### config.mk
export PLATFORM = sky130hd
export DESIGN_NAME = encoder_position_velocity_estimator
export DESIGN_NICKNAME = d
export VERILOG_FILES = /design/src/design/epve_pkg.sv /design/src/design/encoder_position_velocity_estimator.sv /design/src/design/epve_ram.sv
export SDC_FILE = /design/constraint.sdc
export NUM_CORES = 2
export LEC_CHECK = 0
export ABC_AREA = 1
export BUFFER_PORTS_ARGS = -buffer_cell sky130_fd_sc_hd__buf_2
export CORE_UTILIZATION = 58
export CTS_CLUSTER_DIAMETER = 60
export CTS_CLUSTER_SIZE = 25
export DETAILED_ROUTE_END_ITERATION = 16
export PLACE_DENSITY = 0.79
export SLEW_MARGIN = 15
export SYNTH_ARGS = -nofsm -noshare
export SYNTH_HDL_FRONTEND = slang
export SYNTH_SLANG_ARGS = --single-unit
### constraint.sdc
create_clock -name clk -period 9.8 [get_ports clk]
set_input_delay 1.96 -clock clk [delete_from_list [all_inputs] [get_ports clk]]
set_output_delay 1.96 -clock clk [all_outputs]
set_load 0.05 [all_outputs]
### src/design/epve_pkg.sv
// ----------------------------------------------------------------------------
// epve_pkg
// Shared widths, constants and types of the encoder position/velocity block.
// ----------------------------------------------------------------------------
package epve_pkg;

  localparam int ANGLE_W  = 15;
  localparam int PERIOD_W = 16;
  localparam int TURN_W   = 32;
  localparam int POS_W    = 48;
  localparam int VEL_W    = 32;
  localparam int EVEL_W   = 38;
  localparam int SUM_W    = 38;
  localparam int SMOOTH_W = 54;
  localparam int FRAC_W   = 16;
  localparam int POLE_W   = 7;
  localparam int ALPHA_W  = 16;
  localparam int MOFF_W   = 16;

  localparam int WIN_LEN  = 40;
  localparam int PTR_W    = $clog2(WIN_LEN);

  localparam int DIV_W    = 36;
  localparam int DIV_CYC  = DIV_W / 2;
  localparam int CNT_W    = $clog2(DIV_CYC);

  localparam int MUL_A_W  = ALPHA_W + 1;
  localparam int MUL_B_W  = VEL_W + 1;
  localparam int MUL_P_W  = MUL_A_W + MUL_B_W;
  localparam int DIFF_W   = SMOOTH_W + 1;
  localparam int LO_W     = 28;
  localparam int HI_W     = DIFF_W - LO_W;
  localparam int ACC_W    = DIFF_W + ALPHA_W;

  localparam int CFG_W    = 16;
  localparam int IN_W     = 32;
  localparam int OUT_W    = 192;

  localparam int HALF_TURN = 1 << (ANGLE_W - 1);
  localparam int FULL_TURN = 1 << ANGLE_W;

  localparam logic [POLE_W-1:0]  POLE_RST  = POLE_W'(7);
  localparam logic [ALPHA_W-1:0] ALPHA_RST = ALPHA_W'(655);

  typedef enum logic [1:0] {
    REG_MECH_OFFSET,
    REG_ELEC_OFFSET,
    REG_POLE_PAIRS,
    REG_FILTER_ALPHA
  } cfg_reg_t;

  typedef enum logic [3:0] {
    ST_IDLE,
    ST_POS,
    ST_DIV_VEL,
    ST_WIN,
    ST_AVG_LD,
    ST_DIV_AVG,
    ST_MV,
    ST_EVEL_MUL,
    ST_EVEL,
    ST_DIFF,
    ST_MUL_LO,
    ST_MUL_HI,
    ST_ACC,
    ST_FILT,
    ST_OUT
  } state_t;

endpackage

### src/design/encoder_position_velocity_estimator.sv
// ----------------------------------------------------------------------------
// encoder_position_velocity_estimator
// Multi-turn position, electrical angle and filtered velocity from an
// absolute single-turn angle sensor.
//
// Input item:  tdata = raw_angle[14:0], period_us[30:15].
// Result item: one per input item, held in an output register until taken.
// Config:      cfg_addr selects mech_offset, elec_offset, pole_pairs or
//              filter_alpha; written whenever cfg_valid is high.
// Timing: out_tvalid rises in the same cycle that in_tready returns, so the
// block takes no new item until it is through with the last one. The two
// passes of the shared radix-4 divider (delta/period, window sum/40) make
// up the bulk of the work on each item; one shared 17x33 multiplier does the
// angle, pole-pair and filter products.
// If the receiver stalls, the next item is still accepted and worked on;
// its result waits in the final state until the output register frees up.
// Reset clears turn count, window, filter state and out_tvalid, and restores
// pole_pairs = 7 and filter_alpha = 655. The window clears through per-entry
// valid bits, so no clearing pass is needed.
// ----------------------------------------------------------------------------
module encoder_position_velocity_estimator (
  input  logic                       clk,
  input  logic                       rst_n,
  input  logic                       in_tvalid,
  output logic                       in_tready,
  input  logic [epve_pkg::IN_W-1:0]  in_tdata,   // raw_angle, period_us
  output logic                       out_tvalid,
  input  logic                       out_tready,
  output logic [epve_pkg::OUT_W-1:0] out_tdata,  // angle_counts, mech_position,
                                                 // elec_angle, mech_velocity,
                                                 // elec_velocity,
                                                 // elec_velocity_smooth
  input  logic                       cfg_valid,
  output logic                       cfg_ready,
  input  epve_pkg::cfg_reg_t         cfg_addr,
  input  logic [epve_pkg::CFG_W-1:0] cfg_data
);
  import epve_pkg::*;

  // configuration
  logic [MOFF_W-1:0]  mech_offset_r;
  logic [ANGLE_W-1:0] elec_offset_r;
  logic [POLE_W-1:0]  pole_pairs_r;
  logic [ALPHA_W-1:0] alpha_r;

  // persistent state
  logic [ANGLE_W-1:0]       last_angle_r;
  logic [TURN_W-1:0]        turn_r;
  logic [WIN_LEN-1:0]       win_valid_r;
  logic [PTR_W-1:0]         ptr_r;
  logic signed [SUM_W-1:0]  sum_r;
  logic [SMOOTH_W-1:0]      s_r;

  // per item working registers
  state_t                     state_r, state_nxt;
  logic [ANGLE_W-1:0]         angle_r;
  logic [PERIOD_W-1:0]        period_r;
  logic [ANGLE_W-1:0]         dmag_r;
  logic                       neg_r;
  logic [POS_W-1:0]           pos_r;
  logic [ANGLE_W-1:0]         elec_r;
  logic signed [VEL_W-1:0]    mv_r;
  logic signed [EVEL_W-1:0]   ev_r;
  logic signed [DIFF_W-1:0]   diff_r;
  logic signed [ACC_W-1:0]    acc_r;
  logic signed [MUL_P_W-1:0]  mul_r;

  // divider
  logic [DIV_W-1:0]    dq_r;
  logic [PERIOD_W-1:0] rem_r;
  logic [PERIOD_W-1:0] dvs_r;
  logic [CNT_W-1:0]    cnt_r;

  logic                out_valid_r;
  logic [OUT_W-1:0]    out_data_r;

  // input fields
  logic [ANGLE_W-1:0]  in_angle;
  logic [PERIOD_W-1:0] in_period;
  assign in_angle  = in_tdata[ANGLE_W-1:0];
  assign in_period = in_tdata[ANGLE_W+PERIOD_W-1:ANGLE_W];

  // ---------------- turn detection ----------------
  logic signed [ANGLE_W+1:0] d_raw, d_wrap;
  logic [TURN_W-1:0]         turn_nxt;
  logic [ANGLE_W-1:0]        dmag_nxt;

  always_comb begin
    d_raw    = $signed({2'b00, in_angle}) - $signed({2'b00, last_angle_r});
    d_wrap   = d_raw;
    turn_nxt = turn_r;
    if (d_raw > $signed((ANGLE_W+2)'(HALF_TURN))) begin
      d_wrap   = d_raw - $signed((ANGLE_W+2)'(FULL_TURN));
      turn_nxt = turn_r - TURN_W'(1);
    end else if (d_raw < -$signed((ANGLE_W+2)'(HALF_TURN))) begin
      d_wrap   = d_raw + $signed((ANGLE_W+2)'(FULL_TURN));
      turn_nxt = turn_r + TURN_W'(1);
    end
    dmag_nxt = d_wrap[ANGLE_W+1] ? ANGLE_W'(-d_wrap) : ANGLE_W'(d_wrap);
  end

  // ---------------- radix-4 divider step ----------------
  logic [PERIOD_W:0]   t1, t2;
  logic                ge1, ge2;
  logic [PERIOD_W-1:0] r1, r2;

  always_comb begin
    t1  = {rem_r, dq_r[DIV_W-1]};
    ge1 = t1 >= {1'b0, dvs_r};
    r1  = ge1 ? PERIOD_W'(t1 - {1'b0, dvs_r}) : t1[PERIOD_W-1:0];
    t2  = {r1, dq_r[DIV_W-2]};
    ge2 = t2 >= {1'b0, dvs_r};
    r2  = ge2 ? PERIOD_W'(t2 - {1'b0, dvs_r}) : t2[PERIOD_W-1:0];
  end

  // ---------------- window RAM ----------------
  logic [VEL_W-1:0]        ram_rdata;
  logic                    ram_we;
  logic signed [VEL_W-1:0] vel_c, old_c;

  assign vel_c = neg_r ? -$signed(dq_r[VEL_W-1:0]) : $signed(dq_r[VEL_W-1:0]);
  assign old_c = win_valid_r[ptr_r] ? $signed(ram_rdata) : '0;

  epve_ram #(
    .WIDTH (VEL_W),
    .DEPTH (WIN_LEN)
  ) u_win (
    .clk   (clk),
    .we    (ram_we),
    .waddr (ptr_r),
    .wdata (vel_c),
    .raddr (ptr_r),
    .rdata (ram_rdata)
  );

  // ---------------- shared multiplier operands ----------------
  logic signed [MUL_A_W-1:0] mul_a;
  logic signed [MUL_B_W-1:0] mul_b;
  logic                      out_free;
  logic signed [SUM_W-1:0]   sum_abs;

  assign out_free = !out_valid_r || out_tready;
  assign sum_abs  = sum_r[SUM_W-1] ? -sum_r : sum_r;

  // ---------------- next state ----------------
  always_comb begin
    state_nxt = state_r;
    case (state_r)
      ST_IDLE:     if (in_tvalid) state_nxt = ST_POS;
      ST_POS:      state_nxt = ST_DIV_VEL;
      ST_DIV_VEL:  if (cnt_r == CNT_W'(DIV_CYC - 1)) state_nxt = ST_WIN;
      ST_WIN:      state_nxt = ST_AVG_LD;
      ST_AVG_LD:   state_nxt = ST_DIV_AVG;
      ST_DIV_AVG:  if (cnt_r == CNT_W'(DIV_CYC - 1)) state_nxt = ST_MV;
      ST_MV:       state_nxt = ST_EVEL_MUL;
      ST_EVEL_MUL: state_nxt = ST_EVEL;
      ST_EVEL:     state_nxt = ST_DIFF;
      ST_DIFF:     state_nxt = ST_MUL_LO;
      ST_MUL_LO:   state_nxt = ST_MUL_HI;
      ST_MUL_HI:   state_nxt = ST_ACC;
      ST_ACC:      state_nxt = ST_FILT;
      ST_FILT:     state_nxt = ST_OUT;
      ST_OUT:      if (out_free) state_nxt = ST_IDLE;
      default:     state_nxt = ST_IDLE;
    endcase
  end

  // ---------------- state outputs ----------------
  always_comb begin
    in_tready = 1'b0;
    ram_we    = 1'b0;
    mul_a     = $signed(MUL_A_W'(pole_pairs_r));
    mul_b     = $signed(MUL_B_W'(in_angle));
    case (state_r)
      ST_IDLE:     in_tready = 1'b1;
      ST_WIN:      ram_we = 1'b1;
      ST_EVEL_MUL: mul_b = MUL_B_W'(mv_r);
      ST_MUL_LO: begin
        mul_a = $signed(MUL_A_W'(alpha_r));
        mul_b = $signed(MUL_B_W'(diff_r[LO_W-1:0]));
      end
      ST_MUL_HI: begin
        mul_a = $signed(MUL_A_W'(alpha_r));
        mul_b = MUL_B_W'($signed(diff_r[DIFF_W-1:LO_W]));
      end
      default: begin
      end
    endcase
  end

  assign cfg_ready = 1'b1;

  // ---------------- control registers ----------------
  always_ff @(posedge clk) begin
    if (!rst_n) begin
      state_r       <= ST_IDLE;
      out_valid_r   <= 1'b0;
      mech_offset_r <= '0;
      elec_offset_r <= '0;
      pole_pairs_r  <= POLE_RST;
      alpha_r       <= ALPHA_RST;
      last_angle_r  <= '0;
      turn_r        <= '0;
      win_valid_r   <= '0;
      ptr_r         <= '0;
      sum_r         <= '0;
      s_r           <= '0;
    end else begin
      state_r <= state_nxt;
      if (cfg_valid) begin
        case (cfg_addr)
          REG_MECH_OFFSET:  mech_offset_r <= cfg_data[MOFF_W-1:0];
          REG_ELEC_OFFSET:  elec_offset_r <= cfg_data[ANGLE_W-1:0];
          REG_POLE_PAIRS:   pole_pairs_r  <= cfg_data[POLE_W-1:0];
          REG_FILTER_ALPHA: alpha_r       <= cfg_data[ALPHA_W-1:0];
          default: begin
          end
        endcase
      end
      if (state_r == ST_IDLE && in_tvalid) begin
        last_angle_r <= in_angle;
        turn_r       <= turn_nxt;
      end
      if (state_r == ST_WIN) begin
        sum_r              <= sum_r + SUM_W'(vel_c) - SUM_W'(old_c);
        win_valid_r[ptr_r] <= 1'b1;
        ptr_r              <= (ptr_r == PTR_W'(WIN_LEN - 1)) ? '0 : ptr_r + PTR_W'(1);
      end
      if (state_r == ST_FILT) begin
        s_r <= s_r + acc_r[SMOOTH_W+FRAC_W-1:FRAC_W];
      end
      if (state_r == ST_OUT && out_free) begin
        out_valid_r <= 1'b1;
      end else if (out_tready) begin
        out_valid_r <= 1'b0;
      end
    end
  end

  // ---------------- datapath ----------------
  always_ff @(posedge clk) begin
    mul_r <= mul_a * mul_b;
    case (state_r)
      ST_IDLE: begin
        angle_r  <= in_angle;
        period_r <= (in_period == '0) ? PERIOD_W'(1) : in_period;
        dmag_r   <= dmag_nxt;
        neg_r    <= d_wrap[ANGLE_W+1];
      end
      ST_POS: begin
        pos_r  <= {1'b0, turn_r, angle_r} - POS_W'($signed(mech_offset_r));
        elec_r <= mul_r[ANGLE_W-1:0] + elec_offset_r;
        dq_r   <= DIV_W'({dmag_r, FRAC_W'(0)});
        rem_r  <= '0;
        dvs_r  <= period_r;
        cnt_r  <= '0;
      end
      ST_DIV_VEL, ST_DIV_AVG: begin
        dq_r  <= {dq_r[DIV_W-3:0], ge1, ge2};
        rem_r <= r2;
        cnt_r <= cnt_r + CNT_W'(1);
      end
      ST_AVG_LD: begin
        neg_r <= sum_r[SUM_W-1];
        dq_r  <= sum_abs[DIV_W-1:0];
        rem_r <= '0;
        dvs_r <= PERIOD_W'(WIN_LEN);
        cnt_r <= '0;
      end
      ST_MV: mv_r <= vel_c;
      ST_EVEL: begin
        if (mul_r[MUL_P_W-1:EVEL_W-1] == '0 || mul_r[MUL_P_W-1:EVEL_W-1] == '1) begin
          ev_r <= mul_r[EVEL_W-1:0];
        end else begin
          ev_r <= {mul_r[MUL_P_W-1], {(EVEL_W-1){~mul_r[MUL_P_W-1]}}};
        end
      end
      ST_DIFF: diff_r <= $signed({ev_r[EVEL_W-1], ev_r, FRAC_W'(0)})
                         - $signed({s_r[SMOOTH_W-1], s_r});
      ST_MUL_HI: acc_r <= ACC_W'(mul_r);
      ST_ACC: acc_r <= acc_r + $signed({mul_r[ACC_W-LO_W-1:0], LO_W'(0)});
      ST_OUT: begin
        if (out_free) begin
          out_data_r <= {6'b0,
                         s_r[SMOOTH_W-1:FRAC_W],
                         ev_r,
                         mv_r,
                         elec_r,
                         pos_r,
                         angle_r};
        end
      end
      default: begin
      end
    endcase
  end

  assign out_tvalid = out_valid_r;
  assign out_tdata  = out_data_r;

endmodule

### src/design/epve_ram.sv
// ----------------------------------------------------------------------------
// epve_ram
// Generic single-write, single-read RAM with registered read data.
// ----------------------------------------------------------------------------
module epve_ram #(
  parameter int WIDTH = 32,
  parameter int DEPTH = 40
) (
  input  logic                     clk,
  input  logic                     we,
  input  logic [$clog2(DEPTH)-1:0] waddr,
  input  logic [WIDTH-1:0]         wdata,
  input  logic [$clog2(DEPTH)-1:0] raddr,
  output logic [WIDTH-1:0]         rdata
);

  logic [WIDTH-1:0] mem [DEPTH];

  always_ff @(posedge clk) begin
    if (we) begin
      mem[waddr] <= wdata;
    end
    rdata <= mem[raddr];
  end

endmodule

==> results.py <==
metrics = {
    "synth": {
        "ys_seq_elements": 2154,
        "synth_edf_count": 1828,
        "synthMuxAreaShare_pct": 0,
        "ys.flop_type": "edfxtp_1",
        "synth-seq-area-share_pct": 52.4,
        "syn_area_um2": 117000,
        "synth_top_family_by_area": "adder cells",
        "synth_compound_gate_area_share_pct": 10.6,
        "yosysWarnings": 0,
        "ys_async_sr_fraction_pct": 0,
        "netlist_instances": 11500,
        "synthSimpleGateAreaFrac_pct": 13.4,
        "syn_area_per_cell_um2": 10.2,
        "synthAdderAreaFrac_pct": 13.8,
        "synth_xor_area_share_pct": 2.44,
        "ys_types": 68,
    },
    "timing": {
        "max_slew.worst_pin.slew_ps": 1290,
        "final_hold_viol_count": 0,
        "timing.final.crit_share_pct": 90.6,
        "fmax_mhz": 113,
        "clock_skew_ps": 62.6,
        "relSlewSlack_pct": 13.7,
        "setup_violations": 0,
        "setup_ws_ps": 923,
        "rsz0062_at_grt": "false",
        "period_needed_ps": 8880,
        "drv_slew": 0,
        "whs_ps": 420,
        "fin_tns_setup_ps": 0,
    },
    "critical_path": {
        "cp_common_cell": "inv_1",
        "r2r_start": "state_r[3]",
        "required_ps": 10540,
        "r2r_slack_ps": 920,
        "slowest_delay_ps": 610,
        "path_class": "reg -> reg",
        "cp_max_fo": 16,
        "endpoint_kind": "register",
        "rr_endpoint": "mul_r[39]",
        "start_kind": "register",
        "cp_slowest_cell": "fa_1",
        "reg2reg_depth": 31,
        "cp.arrival_ps": 9610,
    },
    "detailed_routing": {
        "via_per_inst": 6.04,
        "wirelength_um": 364000,
        "antenna_left": 0,
        "drcViolationCount": 0,
        "vias": 87600,
        "drtPass1Iterations": 6,
        "drt-initial-drc-count": 10900,
        "wire_per_inst_um": 25.1,
    },
    "placement": {
        "io_buffer_count": 241,
        "hpwl_um": 257000,
        "place_ws_ps": 1170,
        "dp.cells": 14200,
        "gp_congestion": 0.968,
    },
    "cts": {
        "cts_setup_buffers": 0,
        "clock_path_buffers": 3,
        "cts.htree.levels": 4,
        "clock_sinks": 2154,
        "ctsResizeCount": 0,
        "insertion_delay_ps": 880,
        "cts.clk_slew.worst_paths_ps": 80,
        "cts_tree": "done",
        "ctsHoldBuffers": 0,
        "cts_buffers": 153,
        "root_buffer": "clkbuf_16",
    },
    "finish": {
        "drive_gt1_share_pct": 7.19,
        "final_cells": 14500,
        "layout.nets": 12700,
        "fill_cells": 15700,
        "area_growth_pct": 9.00,
        "seq_area_um2": 61400,
        "multi_input_area_um2": 47800,
    },
    "hold_path": {
        "whs_endpoint": "out_tdata[59]",
        "whs_path_depth": 0,
        "hold_path.class": "reg -> reg",
        "hold_start": "pos_r[44]",
    },
    "power_and_ir_drop": {
        "leakage_nw": 52.2,
        "ir_drop_v": 0.000308,
        "powerDensity_nw_per_um2": 289,
    },
    "floorplan": {
        "die_area_um2": 204000,
        "io_pins": 250,
        "core_area_um2": 200000,
        "start_util_pct": 58.5,
        "die_x_um": 451,
        "fp.dieH_um": 451,
        "rows": 164,
    },
    "global_routing": {
        "overflow": 0,
        "grt_use_total_pct": 35.5,
        "antenna_found_initial": 21,
        "grt_pass1_wl_um": 535000,
        "grt_pass1_vias": 85700,
        "grt_max_degree": 170,
    },
    "flow_run": {
        "max-cap-violations": 0,
    },
    "status": {
        "status": "complete, no violations",
    },
}
critical path: cells and delay by family (launching register included):
family / cells / cell delay (ps)
AOI/OAI and AO/OA: 6 / 1480
xor gates and xnor gates: 1 / 140
adders and majority gates: 7 / 3380
buffers and inverters: 8 / 1660
DFF: 1 / 420
and+or+nand+nor: 9 / 1610
power breakdown:
part	leakage (nW)	internal, mW	total (mW)	switching (mW)
clock network	2.68	3.33	7.06	3.73
registers	19.3	13.0	13.6	0.615
logic	30.2	4.95	16.3	11.4
cells in the mapped netlist (29+ instances only):
cell type / count / area share (%)
nand2_1: 2139 / 6.9
inv_1: 1834 / 5.9
edfxtp_1: 1828 / 47
nor2_1: 1009 / 3.2
a21oi_1: 612 / 2.6
o21ai_0: 545 / 2.3
fa_1: 538 / 9.2
ha_1: 433 / 4.6
dfxtp_1: 326 / 5.6
nand3_1: 288 / 1.2
xor2_1: 221 / 1.7
clkbuf_1: 189 / 0.61
nand4_1: 180 / 0.96
a22oi_1: 176 / 1.1
a221oi_1: 148 / 1.1
buf_2: 123 / 0.53
a31oi_1: 105 / 0.56
xnor2_1: 105 / 0.79
a22o_1: 100 / 0.75
nor3_1: 79 / 0.34
o21ai_1: 61 / 0.26
o21bai_1: 43 / 0.28
a21o_1: 40 / 0.26
o211ai_1: 34 / 0.22
buf_1: 30 / 0.096
o21a_1: 29 / 0.19
stage by stage:
stage	util (%)	total power, mW	instance area [um^2]
global route	63.7	39.0	128000
CTS	63.7	36.6	128000
global placement	60.9	29.2	122000
detailed placement	60.9	29.6	122000
finish	63.8	36.9	128000
floorplan	-	24.4	117000
flip-flops by register name (all words and copies together) (netlist names), 32 cells and up:
name	cells
u_win.mem	1280
out_tdata	186
diff_r	55
acc_r	54
s_r	54
mul_r	50
pos_r	48
win_valid_r	40
ev_r	38
sum_r	38
dq_r	36
mv_r	32
turn_r	32
u_win.rdata	32
metal layers:
metal  global-route usage, %  vias up  routed length (um)
li1                        -    39100                   -
met1                    46.7    42400              137000
met2                    55.2     5197              164000
met3                    8.25      892               42300
met4                    18.3       10               20600
met5                       0        -                  65
area by class of cell:
cell class / instances / share of cell area (%)
timing repair buffer: 403 / 1.95
inverter: 1856 / 5.49
sequential: 2154 / 48.1
clock buffer: 183 / 3.14
tap: 2656 / 2.60
clock inverter: 103 / 1.25
multi-input combinational: 7149 / 37.4
antenna: 7 / 0.0137
worst max path at each step:
stage,startpoint,to,slack [ps],cells past startpoint
after floorplan,in_tdata[14],mul_r[46],2440,24
after global placement,in_tdata[14],mul_r[39],1150,26
after detailed placement,in_tdata[8],mul_r[39],1170,26
after CTS,state_r[3],mul_r[39],1100,31
after global routing,state_r[3],mul_r[39],570,31
final,state_r[3],mul_r[39],920,31
placed cells by master, fill, tap and decap left out, types with 43 or more instances in the layout:
cell,instances
nand2_1,2138
inv_1,1829
edfxtp_1,1828
nor2_1,957
a21oi_1,612
o21ai_0,540
fa_1,538
ha_1,433
dfxtp_1,326
nand3_1,288
buf_2,240
xor2_1,201
nand4_1,180
a22oi_1,176
buf_4,159
clkbuf_16,155
a221oi_1,148
xnor2_1,105
a31oi_1,105
a22o_1,100
nor3_1,78
o21ai_1,62
nor2_4,52
o21bai_1,43
logic make-up (layout without fill, tap and decap cells):
group                      after synthesis  in the layout
adders and majority gates              971            971
and+or+nand+nor                       3827           3827
other                                    2             14
xor gates and xnor gates               326            326
AOI/OAI and AO/OA                     2018           2018
buffers and inverters                 2219           2545
DFF                                   2154           2154
(Power assumes the default switching activity.)
